<file path="src/design/mht_pkg.sv">
// ============================================================================
// mht_pkg: shared constants and functions for the MAC address hash table
// Operation codes, status codes, the hash constant and the mix step functions.
// ============================================================================
package mht_pkg;

  localparam logic [1:0] OP_CLEAR  = 2'd0;
  localparam logic [1:0] OP_INSERT = 2'd1;
  localparam logic [1:0] OP_UPDATE = 2'd2;
  localparam logic [1:0] OP_FIND   = 2'd3;

  localparam logic [1:0] ST_OK       = 2'd0;
  localparam logic [1:0] ST_NOT_FOUND = 2'd1;
  localparam logic [1:0] ST_FULL     = 2'd2;

  localparam logic [31:0] GOLDEN = 32'h9e3779b9;

  // One Jenkins mix step: x = (x - y - z) ^ shifted(z)
  function automatic logic [31:0] mix_r(input logic [31:0] x, input logic [31:0] y,
                                         input logic [31:0] z, input int sh);
    mix_r = (x - y - z) ^ (z >> sh);
  endfunction

  function automatic logic [31:0] mix_l(input logic [31:0] x, input logic [31:0] y,
                                         input logic [31:0] z, input int sh);
    mix_l = (x - y - z) ^ (z << sh);
  endfunction

endpackage

</file>
<file path="src/design/mht_front.sv">
// ============================================================================
// mht_front: hash front end
// Accepts requests, runs the lookup2 mix over three pipelined stages and
// pushes the hashed request into a short queue for the back end.
// ============================================================================
module mht_front #(
  parameter int BUCKETS = 256,
  parameter int QDEPTH  = 4
) (
  input  logic                       clk,
  input  logic                       rst_n,
  input  logic                       in_tvalid,
  output logic                       in_tready,
  input  logic [1:0]                 op_i,
  input  logic [47:0]                key_i,
  input  logic [7:0]                 sig_i,
  output logic                       q_valid,
  input  logic                       q_pop,
  output logic [1:0]                 q_op,
  output logic [47:0]                q_key,
  output logic [7:0]                 q_sig,
  output logic [$clog2(BUCKETS)-1:0] q_bucket
);

  localparam int BW = $clog2(BUCKETS);
  localparam int QW = $clog2(QDEPTH);
  localparam int ENT = 2 + 48 + 8 + BW;

  // pipeline stage 1..3 of the mix, each with valid
  logic [2:0]  v_r, v_nxt;
  logic [31:0] a1_r, b1_r, c1_r, a2_r, b2_r, c2_r, c3_r;
  logic [57:0] pay_r [3];
  logic [QW:0] cnt_r, cnt_nxt;
  logic [QW-1:0] wp_r, rp_r;
  logic [ENT-1:0] q_r [QDEPTH];
  logic [31:0] a0, b0, t_a, t_b, t_c, u_a, u_b, u_c, w_a, w_b, w_c;
  logic [BW-1:0] bucket;
  logic push;
  logic [QW+2:0] inflight;

  // keep room for everything in the pipeline
  assign inflight  = {2'b0, cnt_r} + (QW+3)'(v_r[0]) + (QW+3)'(v_r[1]) + (QW+3)'(v_r[2]);
  assign in_tready = inflight < (QW+3)'(QDEPTH);

  always_comb begin
    a0  = key_i[31:0] + mht_pkg::GOLDEN;
    b0  = {16'b0, key_i[47:32]} + mht_pkg::GOLDEN;
    t_a = mht_pkg::mix_r(a0, b0, 32'd0, 13);
    t_b = mht_pkg::mix_l(b0, 32'd0, t_a, 8);
    t_c = (32'd0 - t_a - t_b) ^ (t_b >> 13);
    u_a = (a1_r - c1_r - b1_r) ^ (c1_r >> 12);
    u_b = (b1_r - c1_r - u_a) ^ (u_a << 16);
    u_c = (c1_r - u_a - u_b) ^ (u_b >> 5);
    w_a = (a2_r - c2_r - b2_r) ^ (c2_r >> 3);
    w_b = (b2_r - c2_r - w_a) ^ (w_a << 10);
    w_c = (c2_r - w_a - w_b) ^ (w_b >> 15);
    bucket = BW'(c3_r % BUCKETS);
  end

  assign push  = v_r[2];
  assign v_nxt = {v_r[1], v_r[0], in_tvalid && in_tready};
  assign cnt_nxt = cnt_r + (QW+1)'(push) - (QW+1)'(q_pop);

  always_ff @(posedge clk) begin
    if (!rst_n) begin
      v_r   <= '0;
      cnt_r <= '0;
      wp_r  <= '0;
      rp_r  <= '0;
    end else begin
      v_r   <= v_nxt;
      cnt_r <= cnt_nxt;
      if (push) wp_r <= (wp_r == QW'(QDEPTH-1)) ? '0 : wp_r + 1'b1;
      if (q_pop) rp_r <= (rp_r == QW'(QDEPTH-1)) ? '0 : rp_r + 1'b1;
    end
  end

  always_ff @(posedge clk) begin
    a1_r <= t_a; b1_r <= t_b; c1_r <= t_c;
    a2_r <= u_a; b2_r <= u_b; c2_r <= u_c;
    c3_r <= w_c;
    pay_r[0] <= {op_i, key_i, sig_i};
    pay_r[1] <= pay_r[0];
    pay_r[2] <= pay_r[1];
    if (push) q_r[wp_r] <= {pay_r[2], bucket};
  end

  assign q_valid = cnt_r != '0;
  assign {q_op, q_key, q_sig, q_bucket} = q_r[rp_r];

`ifndef SYNTHESIS
  a_no_overflow: assert property (@(posedge clk) disable iff (!rst_n)
    push && !q_pop |-> cnt_r < (QW+1)'(QDEPTH))
    else $error("queue overflow");
  a_pop_valid: assert property (@(posedge clk) disable iff (!rst_n)
    q_pop |-> q_valid)
    else $error("pop of empty queue");
  a_ready_room: assert property (@(posedge clk) disable iff (!rst_n)
    in_tready |-> inflight < (QW+3)'(QDEPTH))
    else $error("ready without room");
`endif

endmodule

</file>
<file path="config.mk">
export PLATFORM = sky130hd
export DESIGN_NAME = mht_front
export DESIGN_NICKNAME = d
export VERILOG_FILES = /design/src/design/mht_pkg.sv /design/src/design/mht_front.sv
export SDC_FILE = /design/constraint.sdc
export NUM_CORES = 1
export LEC_CHECK = 0
export ABC_AREA = 1
export BUFFER_PORTS_ARGS = -buffer_cell sky130_fd_sc_hd__clkbuf_2
export CORE_UTILIZATION = 40
export DETAILED_ROUTE_END_ITERATION = 12
export GPL_ROUTABILITY_DRIVEN = 0
export REMOVE_ABC_BUFFERS = 1
export SLEW_MARGIN = 25
export SYNTH_ARGS = -nofsm -noshare
export SYNTH_HDL_FRONTEND = slang
export SYNTH_SLANG_ARGS = --single-unit
</file>
<file path="constraint.sdc">
create_clock -name clk -period 6.7 [get_ports clk]
set_input_delay 0.67 -clock clk [delete_from_list [all_inputs] [get_ports clk]]
set_output_delay 0.67 -clock clk [all_outputs]
set_load 0.01 [all_outputs]
</file>
* Yosys cells after proc, flatten, opt, wreduce, memory -nomap -nowiden
Memories as Yosys holds them, arrays and structs flattened. A register that Yosys moved wholly into a read port is not among the register bits.
Index checks and enable logic that the tools add are counted.
** Storage, ports and cells
- Register bits after elaboration :: 184
- Latch bits :: 0
- Memory bits (writable) :: 438
- Memory bits (read-only) :: 0
- Input port bits :: 62
- Output and inout port bits :: 68
- Logic and storage cells :: 57
- Memories :: 2
** Cells by class
- Add/subtract/negate cells :: 25
- Multipliers :: 0
- Div/mod/pow operators :: 0
- Magnitude comparators :: 1
- Eq/ne operators :: 2
- Shifts and indexed selects :: 0
- Mux-type cells :: 6
- Bitwise operators :: 8
- Reductions and logical operators :: 2
** Memories
- q_r :: words 4, width 66, rd ports 1, clocked after memory_dff 1, wr ports 1, RTL line mht_front.sv:35 : logic [ENT-1:0] q_r [QDEPTH];
- pay_r :: words 3, width 58, rd ports 3, clocked after memory_dff 0, wr ports 3, RTL line mht_front.sv:32 : logic [57:0] pay_r [3];
** Operator list (number)
- $sub A31 B31 Y31 :: 4
- $sub A32 B32 Y32 :: 3
- $sub A23 B23 Y23 :: 4
- $sub A26 B26 Y26 :: 2
- $xor A23 B23 Y23 :: 2
- $add A16 B32 Y32 const B :: 1
- $add A32 B32 Y32 const B :: 1
- $sub A1 B32 Y32 const A :: 1
- $xor A32 B19 Y32 :: 1
- $xor A32 B32 Y32 :: 1
- $xor A31 B20 Y31 :: 1
- $xor A31 B31 Y31 :: 1
- $xor A26 B26 Y26 :: 1
- $sub A8 B8 Y8 :: 2
- $mux W2 :: 4
- $xor A8 B8 Y8 :: 1
- $add A4 B1 Y5 :: 1
- $add A5 B1 Y5 :: 1
- $lt A5 B3 Y1 const B :: 1
- $add A2 B1 Y2 const B :: 2
- $add A3 B1 Y4 :: 1
- $eq A2 B2 Y1 const B :: 2
- $add A3 B1 Y3 :: 1
- $reduce_bool A3 Y1 :: 1
- other kinds (3) :: 4

* Logic depth before layout (Yosys ltp)
- Depth after elaboration :: 7
- Mapped depth :: 44
- Gate-level depth less buffers :: 44

* Least setup slack after synthesis
Ideal clock, no wire load.
- Path type :: input to register
- Start :: input port key_i[35]
- End :: register c1_r[29]
- Setup time :: 0.118 ns
- Data arrival time :: 6.443 ns
- Required time :: 6.582 ns
- Setup slack :: 0.140 ns
- Stages on the path :: 42
- Path buffers :: 0
- Cell sequence :: nor2_1 nand3_1 nand2_1 nand3_1 nand2_1 nand2_1 or3_1 nand2_1 inv_1 nor2_1 inv_1 ha_1 ha_1 nand2_1 inv_2 nand2_1 nand2_1 inv_2 (+6 left out) nand2_1 o311ai_1 nand2_1 nand3_2 nand2_1 nand2_1 nand2_1 ha_1 ha_1 nand2_1 inv_1 a21oi_1 inv_1 a221oi_1 o21ai_0 nand3_1 nand2_1 xor2_1
** Between the ends
- Word-level cells in the longest chain between the ends :: 6
- Elaborated cells between the ends (all ways) :: 7
- Classes of those cells :: add/sub (5); bitwise (2)
** Ends and longest elaborated chain
- start: declaration :: RTL line mht_front.sv:15 : input logic [47:0] key_i,
- $add A16 B32 Y32 * :: RTL line mht_front.sv:47 : b0 = {16'b0, key_i[47:32]} + mht_pkg::GOLDEN;
- $sub A32 B32 Y32 * :: RTL line mht_pkg.sv:21 : mix_r = (x - y - z) ^ (z >> sh);
- via t_a[16] :: RTL line mht_front.sv:36 : logic [31:0] a0, b0, t_a, t_b, t_c, u_a, u_b, u_c, w_a, w_b, w_c;
- $sub A32 B32 Y32 :: RTL line mht_pkg.sv:26 : mix_l = (x - y - z) ^ (z << sh);
- $xor A32 B32 Y32 :: RTL line mht_pkg.sv:26
- $sub A32 B32 Y32 * :: RTL line mht_front.sv:50 : t_c = (32'd0 - t_a - t_b) ^ (t_b >> 13);
- $xor A32 B19 Y32 * :: RTL line mht_front.sv:50
- via t_c[29] :: RTL line mht_front.sv:36
- end signal: assignment :: RTL line mht_front.sv:79 : a1_r <= t_a; b1_r <= t_b; c1_r <= t_c;
- end: declaration :: RTL line mht_front.sv:31 : logic [31:0] a1_r, b1_r, c1_r, a2_r, b2_r, c2_r, c3_r;
The timed path passes the listed nets; every way through them passes the cells marked *.
A chain may end at the register's enable or synchronous reset.

* Worst setup path in the final report
- Start :: register b1_r[6]
- End :: register c2_r[22]
** Between the ends
- Word-level cells in the longest chain between the ends :: 6
- Elaborated cells between the ends (all ways) :: 8
- Classes of those cells :: add/sub (5); bitwise (3)
** Ends and longest elaborated chain
- start: declaration :: RTL line mht_front.sv:31
- start signal: assignment :: RTL line mht_front.sv:79
- $sub A31 B31 Y31 :: RTL line mht_front.sv:51 : u_a = (a1_r - c1_r - b1_r) ^ (c1_r >> 12);
- $xor A31 B20 Y31 :: RTL line mht_front.sv:51
- $sub A31 B31 Y31 * :: RTL line mht_front.sv:52 : u_b = (b1_r - c1_r - u_a) ^ (u_a << 16);
- $xor A31 B31 Y31 * :: RTL line mht_front.sv:52
- via u_b[15] :: RTL line mht_front.sv:36
- $sub A26 B26 Y26 * :: RTL line mht_front.sv:53 : u_c = (c1_r - u_a - u_b) ^ (u_b >> 5);
- $xor A26 B26 Y26 * :: RTL line mht_front.sv:53
- via u_c[22] :: RTL line mht_front.sv:36
- end signal: assignment :: RTL line mht_front.sv:80 : a2_r <= u_a; b2_r <= u_b; c2_r <= u_c;
- end: declaration :: RTL line mht_front.sv:31
Marked as above.

==> run summary <==
The antenna violation net count after detailed routing came out at 0. In this run the most critical hold path is launched from sig_i[2]. After clock tree synthesis, the flow added hold-fix buffers numbering 0. The arrival time of data at the critical path endpoint is 6.89 ns. Leaving out fill and tap cells, the most frequent cell in the layout is sky130_fd_sc_hd__inv_1. The number of antenna violations at the first check in global routing is 1. Setup violations remaining at the end of the flow were counted as 0. The worst hold path stage count came out at 1.

Relative to the synthesized area, the layout overhead comes to 25.0%. The initial core utilization is 40.4%. The floorplan die width came out at 301 um. For the final routed database, the setup TNS stands at 0 ns. After synthesis, the largest family of logic cells by area is adder cells. The commonest register cell after synthesis is sky130_fd_sc_hd__dfxtp_1. Dividing the detail-routed via count by the number of cells gives 4.81. STA classifies the critical path endpoint as a register. Of the total synthesized cell area, the portion taken by AND, OR, NAND and NOR gates is 14.2%. The remaining max-slew budget at the tightest pin is 39.3%. The async set-reset flop share out of synthesis is 0%. The cell area after synthesis is 0.0357 mm^2. The capture instance of the worst register-to-register path is c2_r[22]$_DFF_P_.

The worst setup path category is reg -> reg. The average cell area after synthesis came out at 9.15 um^2. The max-cap violation count is 0.

The slowest stage of the critical path is the sky130_fd_sc_hd__fa_1 cell. For the pin with the worst max-slew slack, the measured transition is 0.911 ns. In this run the critical register-to-register path is launched from b1_r[6]$_DFF_P_. For flop-to-flop paths, the worst setup slack is 0.31 ns. Wires add up to 95300 um. The total of flip-flops plus latches after synthesis came out at 622. The core region area is 0.0884 mm^2. The clock-pin slew reported for the worst setup and hold paths after clock tree synthesis came out at 0.07 ns. The hold slack is 0.120 ns. The CTS tree is done. Setup repair after global routing could not meet its margin everywhere. For this run, the number of Yosys warnings is 0. The post-detailed-route wirelength per cell came out at 16.4 um.

The total die area is 0.0905 mm^2. Sequential cells were found to cover 42.2% of the synthesized design area. The number of cell instances on the worst register-to-register path is 33.

The wire length of the first global-routing pass came out at 149000 um. The peak clock frequency supported by timing came out at 156 MHz. The xor/xnor cell area share of the yosys netlist is 8.43%. After the first detailed-routing iteration, the DRC count stood at 1612.

The all-layer global routing usage is 21.0%. In the layout the commonest cells are sky130_fd_sc_hd__inv_1, sky130_fd_sc_hd__nand2_1, sky130_fd_sc_hd__buf_4. At the worst endpoint, the required time is 7.20 ns.

Counting along the longest clock path gives a buffer depth of 3. The largest net degree at the start of global routing is 79. Global routing finished with a remaining overflow of 0. After technology mapping, the gate count stands at 3904. In the final layout, the share of cells above drive strength 1 is 21.9%. The synthesized-area fraction occupied by ao, oa, aoi and oai cells is 9.78%. Counting the buffers created by CTS gives 61.

The number of top-level design ports is 130. The most numerous cell type found on the critical path is sky130_fd_sc_hd__nand2_1. The root buffer cell is sky130_fd_sc_hd__clkbuf_16. The min-delay analysis places its worst path in the category in -> reg. The maximum fanout along the worst path is 5.

The number of slew-limit violations in the final report was 0. The floorplan has 109 rows. The vertical extent of the die came out at 301 um. Across the routed clock network, the largest skew measured is 0.0581 ns. The via count came out at 28008. The share of the clock period used by the worst path after layout is 95.4%. The clock insertion delay at the later pin of the skew report came out at 0.65 ns. The minimum period implied by the final worst setup slack came out at 6.39 ns. The largest single stage delay on the critical path is 0.53 ns. The DRC violation count after routing came out at 0. The run finished with clean final reports.

The sum of net half-perimeters after detailed placement came out at 75600 um. Input and output buffers added on the ports amount to 129. The distinct cell type count after synthesis came out at 61. For this run, the post-layout net count is 5089. The first-pass detailed-route iteration total came out at 5. The endpoint with the worst hold slack is pay_r[0][2]$_DFF_P_. The kind of start point of the critical path is a register.

Multiplexer cells account for 0% of the synthesized area. The number of enable flip-flop cells after synthesis is 264. The clock sink count is 622. The via count of the first global-routing pass is 27850. The number of hold violations in the final report is 0.

Of the total synthesized cell area, the portion taken by full adders, half adders and majority gates is 17.9%. The clock tree synthesis step divided the H-tree into 2 levels.
[cell type report]
| class | instances | area, um^2 |
|---|---|---|
| Tap cell | 1165 | 1460 |
| Antenna cell | 1 | 2.50 |
| Multi-Input combinational cell | 2576 | 18800 |
| Clock inverter | 33 | 338 |
| Inverter | 664 | 2500 |
| Fill cell | 8249 | 43700 |
| Sequential cell | 622 | 15100 |
| Clock buffer | 82 | 1740 |
| Timing Repair Buffer | 674 | 4750 |
[worst max-delay path by stage]
| stage | slack (ns) | end | startpoint |
|---|---|---|---|
| after floorplan | 0.14 | c1_r[29]$_DFF_P_ | key_i[35] |
| after global placement | -0.44 | c1_r[28]$_DFF_P_ | key_i[35] |
| after detailed placement | -0.48 | c1_r[28]$_DFF_P_ | key_i[35] |
| after CTS | 0.001 | c2_r[23]$_DFF_P_ | c1_r[2]$_DFF_P_ |
| after global routing | -0.1 | c2_r[22]$_DFF_P_ | c1_r[7]$_DFF_P_ |
| final | 0.31 | c2_r[22]$_DFF_P_ | b1_r[6]$_DFF_P_ |
[per-stage QoR]
| step | cell area, um^2 | util, % | instances | worst slack, ns |
|---|---|---|---|---|
| global route | 44700 | 50.5 | 5817 | -0.0954 |
| detailed placement | 41700 | 47.2 | 5688 | -0.484 |
| global placement | 41700 | 47.2 | 5688 | -0.436 |
| finish | 44700 | 50.5 | 5817 | 0.307 |
| floorplan | 35600 | - | 3862 | 0.140 |
| CTS | 43800 | 49.6 | 5804 | 0.00107 |
[registers in the layout, summed over array words and instances (netlist names), named ones only]
signal  flops
b2_r       22
a2_r       23
c3_r        8
b1_r       30
wp_r        2
rp_r        2
c1_r       32
pay_r     174
c2_r       26
v_r         3
cnt_r       3
q_r       264
a1_r       31
[worst max-delay path: cells and delay by family (launching register included)]
kind / cells / cell delay [ns]
AO/OA/AOI/OAI: 3 / 0.58
XOR/XNOR: 1 / 0.10
adder cells (fa/ha/maj): 6 / 2.42
AND/OR/NAND/NOR: 19 / 2.48
flip-flops: 1 / 0.31
buffers and inverters: 4 / 0.32
[per-layer routing]
layer  GRT usage, %  wire length (um)  vias up
met5              0                 0        -
met4           5.27              2280        0
met3           3.51              5420      138
met2           34.8             43300      624
met1           28.5             44300    13145
li1               -                 -    14101
[synth_stat cells (14+ instances only)]
cell type / number / area share, %
sky130_fd_sc_hd__nand3_1: 129 / 1.8
sky130_fd_sc_hd__xor2_1: 194 / 4.8
sky130_fd_sc_hd__edfxtp_1: 264 / 22
sky130_fd_sc_hd__ha_1: 289 / 10
sky130_fd_sc_hd__nor2_1: 311 / 3.3
sky130_fd_sc_hd__nand2_2: 26 / 0.46
sky130_fd_sc_hd__o21ai_1: 14 / 0.20
sky130_fd_sc_hd__inv_1: 647 / 6.8
sky130_fd_sc_hd__o21ai_0: 233 / 3.3
sky130_fd_sc_hd__nand2_1: 614 / 6.5
sky130_fd_sc_hd__o21bai_1: 16 / 0.34
sky130_fd_sc_hd__xnor2_1: 122 / 3.0
sky130_fd_sc_hd__inv_2: 17 / 0.18
sky130_fd_sc_hd__nor3_1: 39 / 0.55
sky130_fd_sc_hd__a31oi_1: 20 / 0.35
sky130_fd_sc_hd__clkbuf_1: 42 / 0.44
sky130_fd_sc_hd__a21o_1: 21 / 0.44
sky130_fd_sc_hd__fa_1: 139 / 7.8
sky130_fd_sc_hd__o22ai_1: 66 / 1.2
sky130_fd_sc_hd__dfxtp_1: 358 / 20
sky130_fd_sc_hd__nand4_1: 23 / 0.40
sky130_fd_sc_hd__a21oi_1: 208 / 2.9
[cells by family (layout without fill, tap and decap cells)]
kind of cell | Yosys count | after routing
flops | 622 | 622
other cells | 0 | 1
xor+xnor | 329 | 329
fa+ha+maj | 428 | 428
simple gates | 1193 | 1193
compound gates | 626 | 626
buf+inv | 706 | 1453
[timing repair]
action,4_1_cts,5_1_grt
setup buffers,1,12
endpoints found under the setup margin,4,24
resized for setup,9,155
pin swaps,0,29
Power is left out: the tool's default activity adds up to more than one toggle a clock period on the data nets, which glitch-free logic cannot reach.
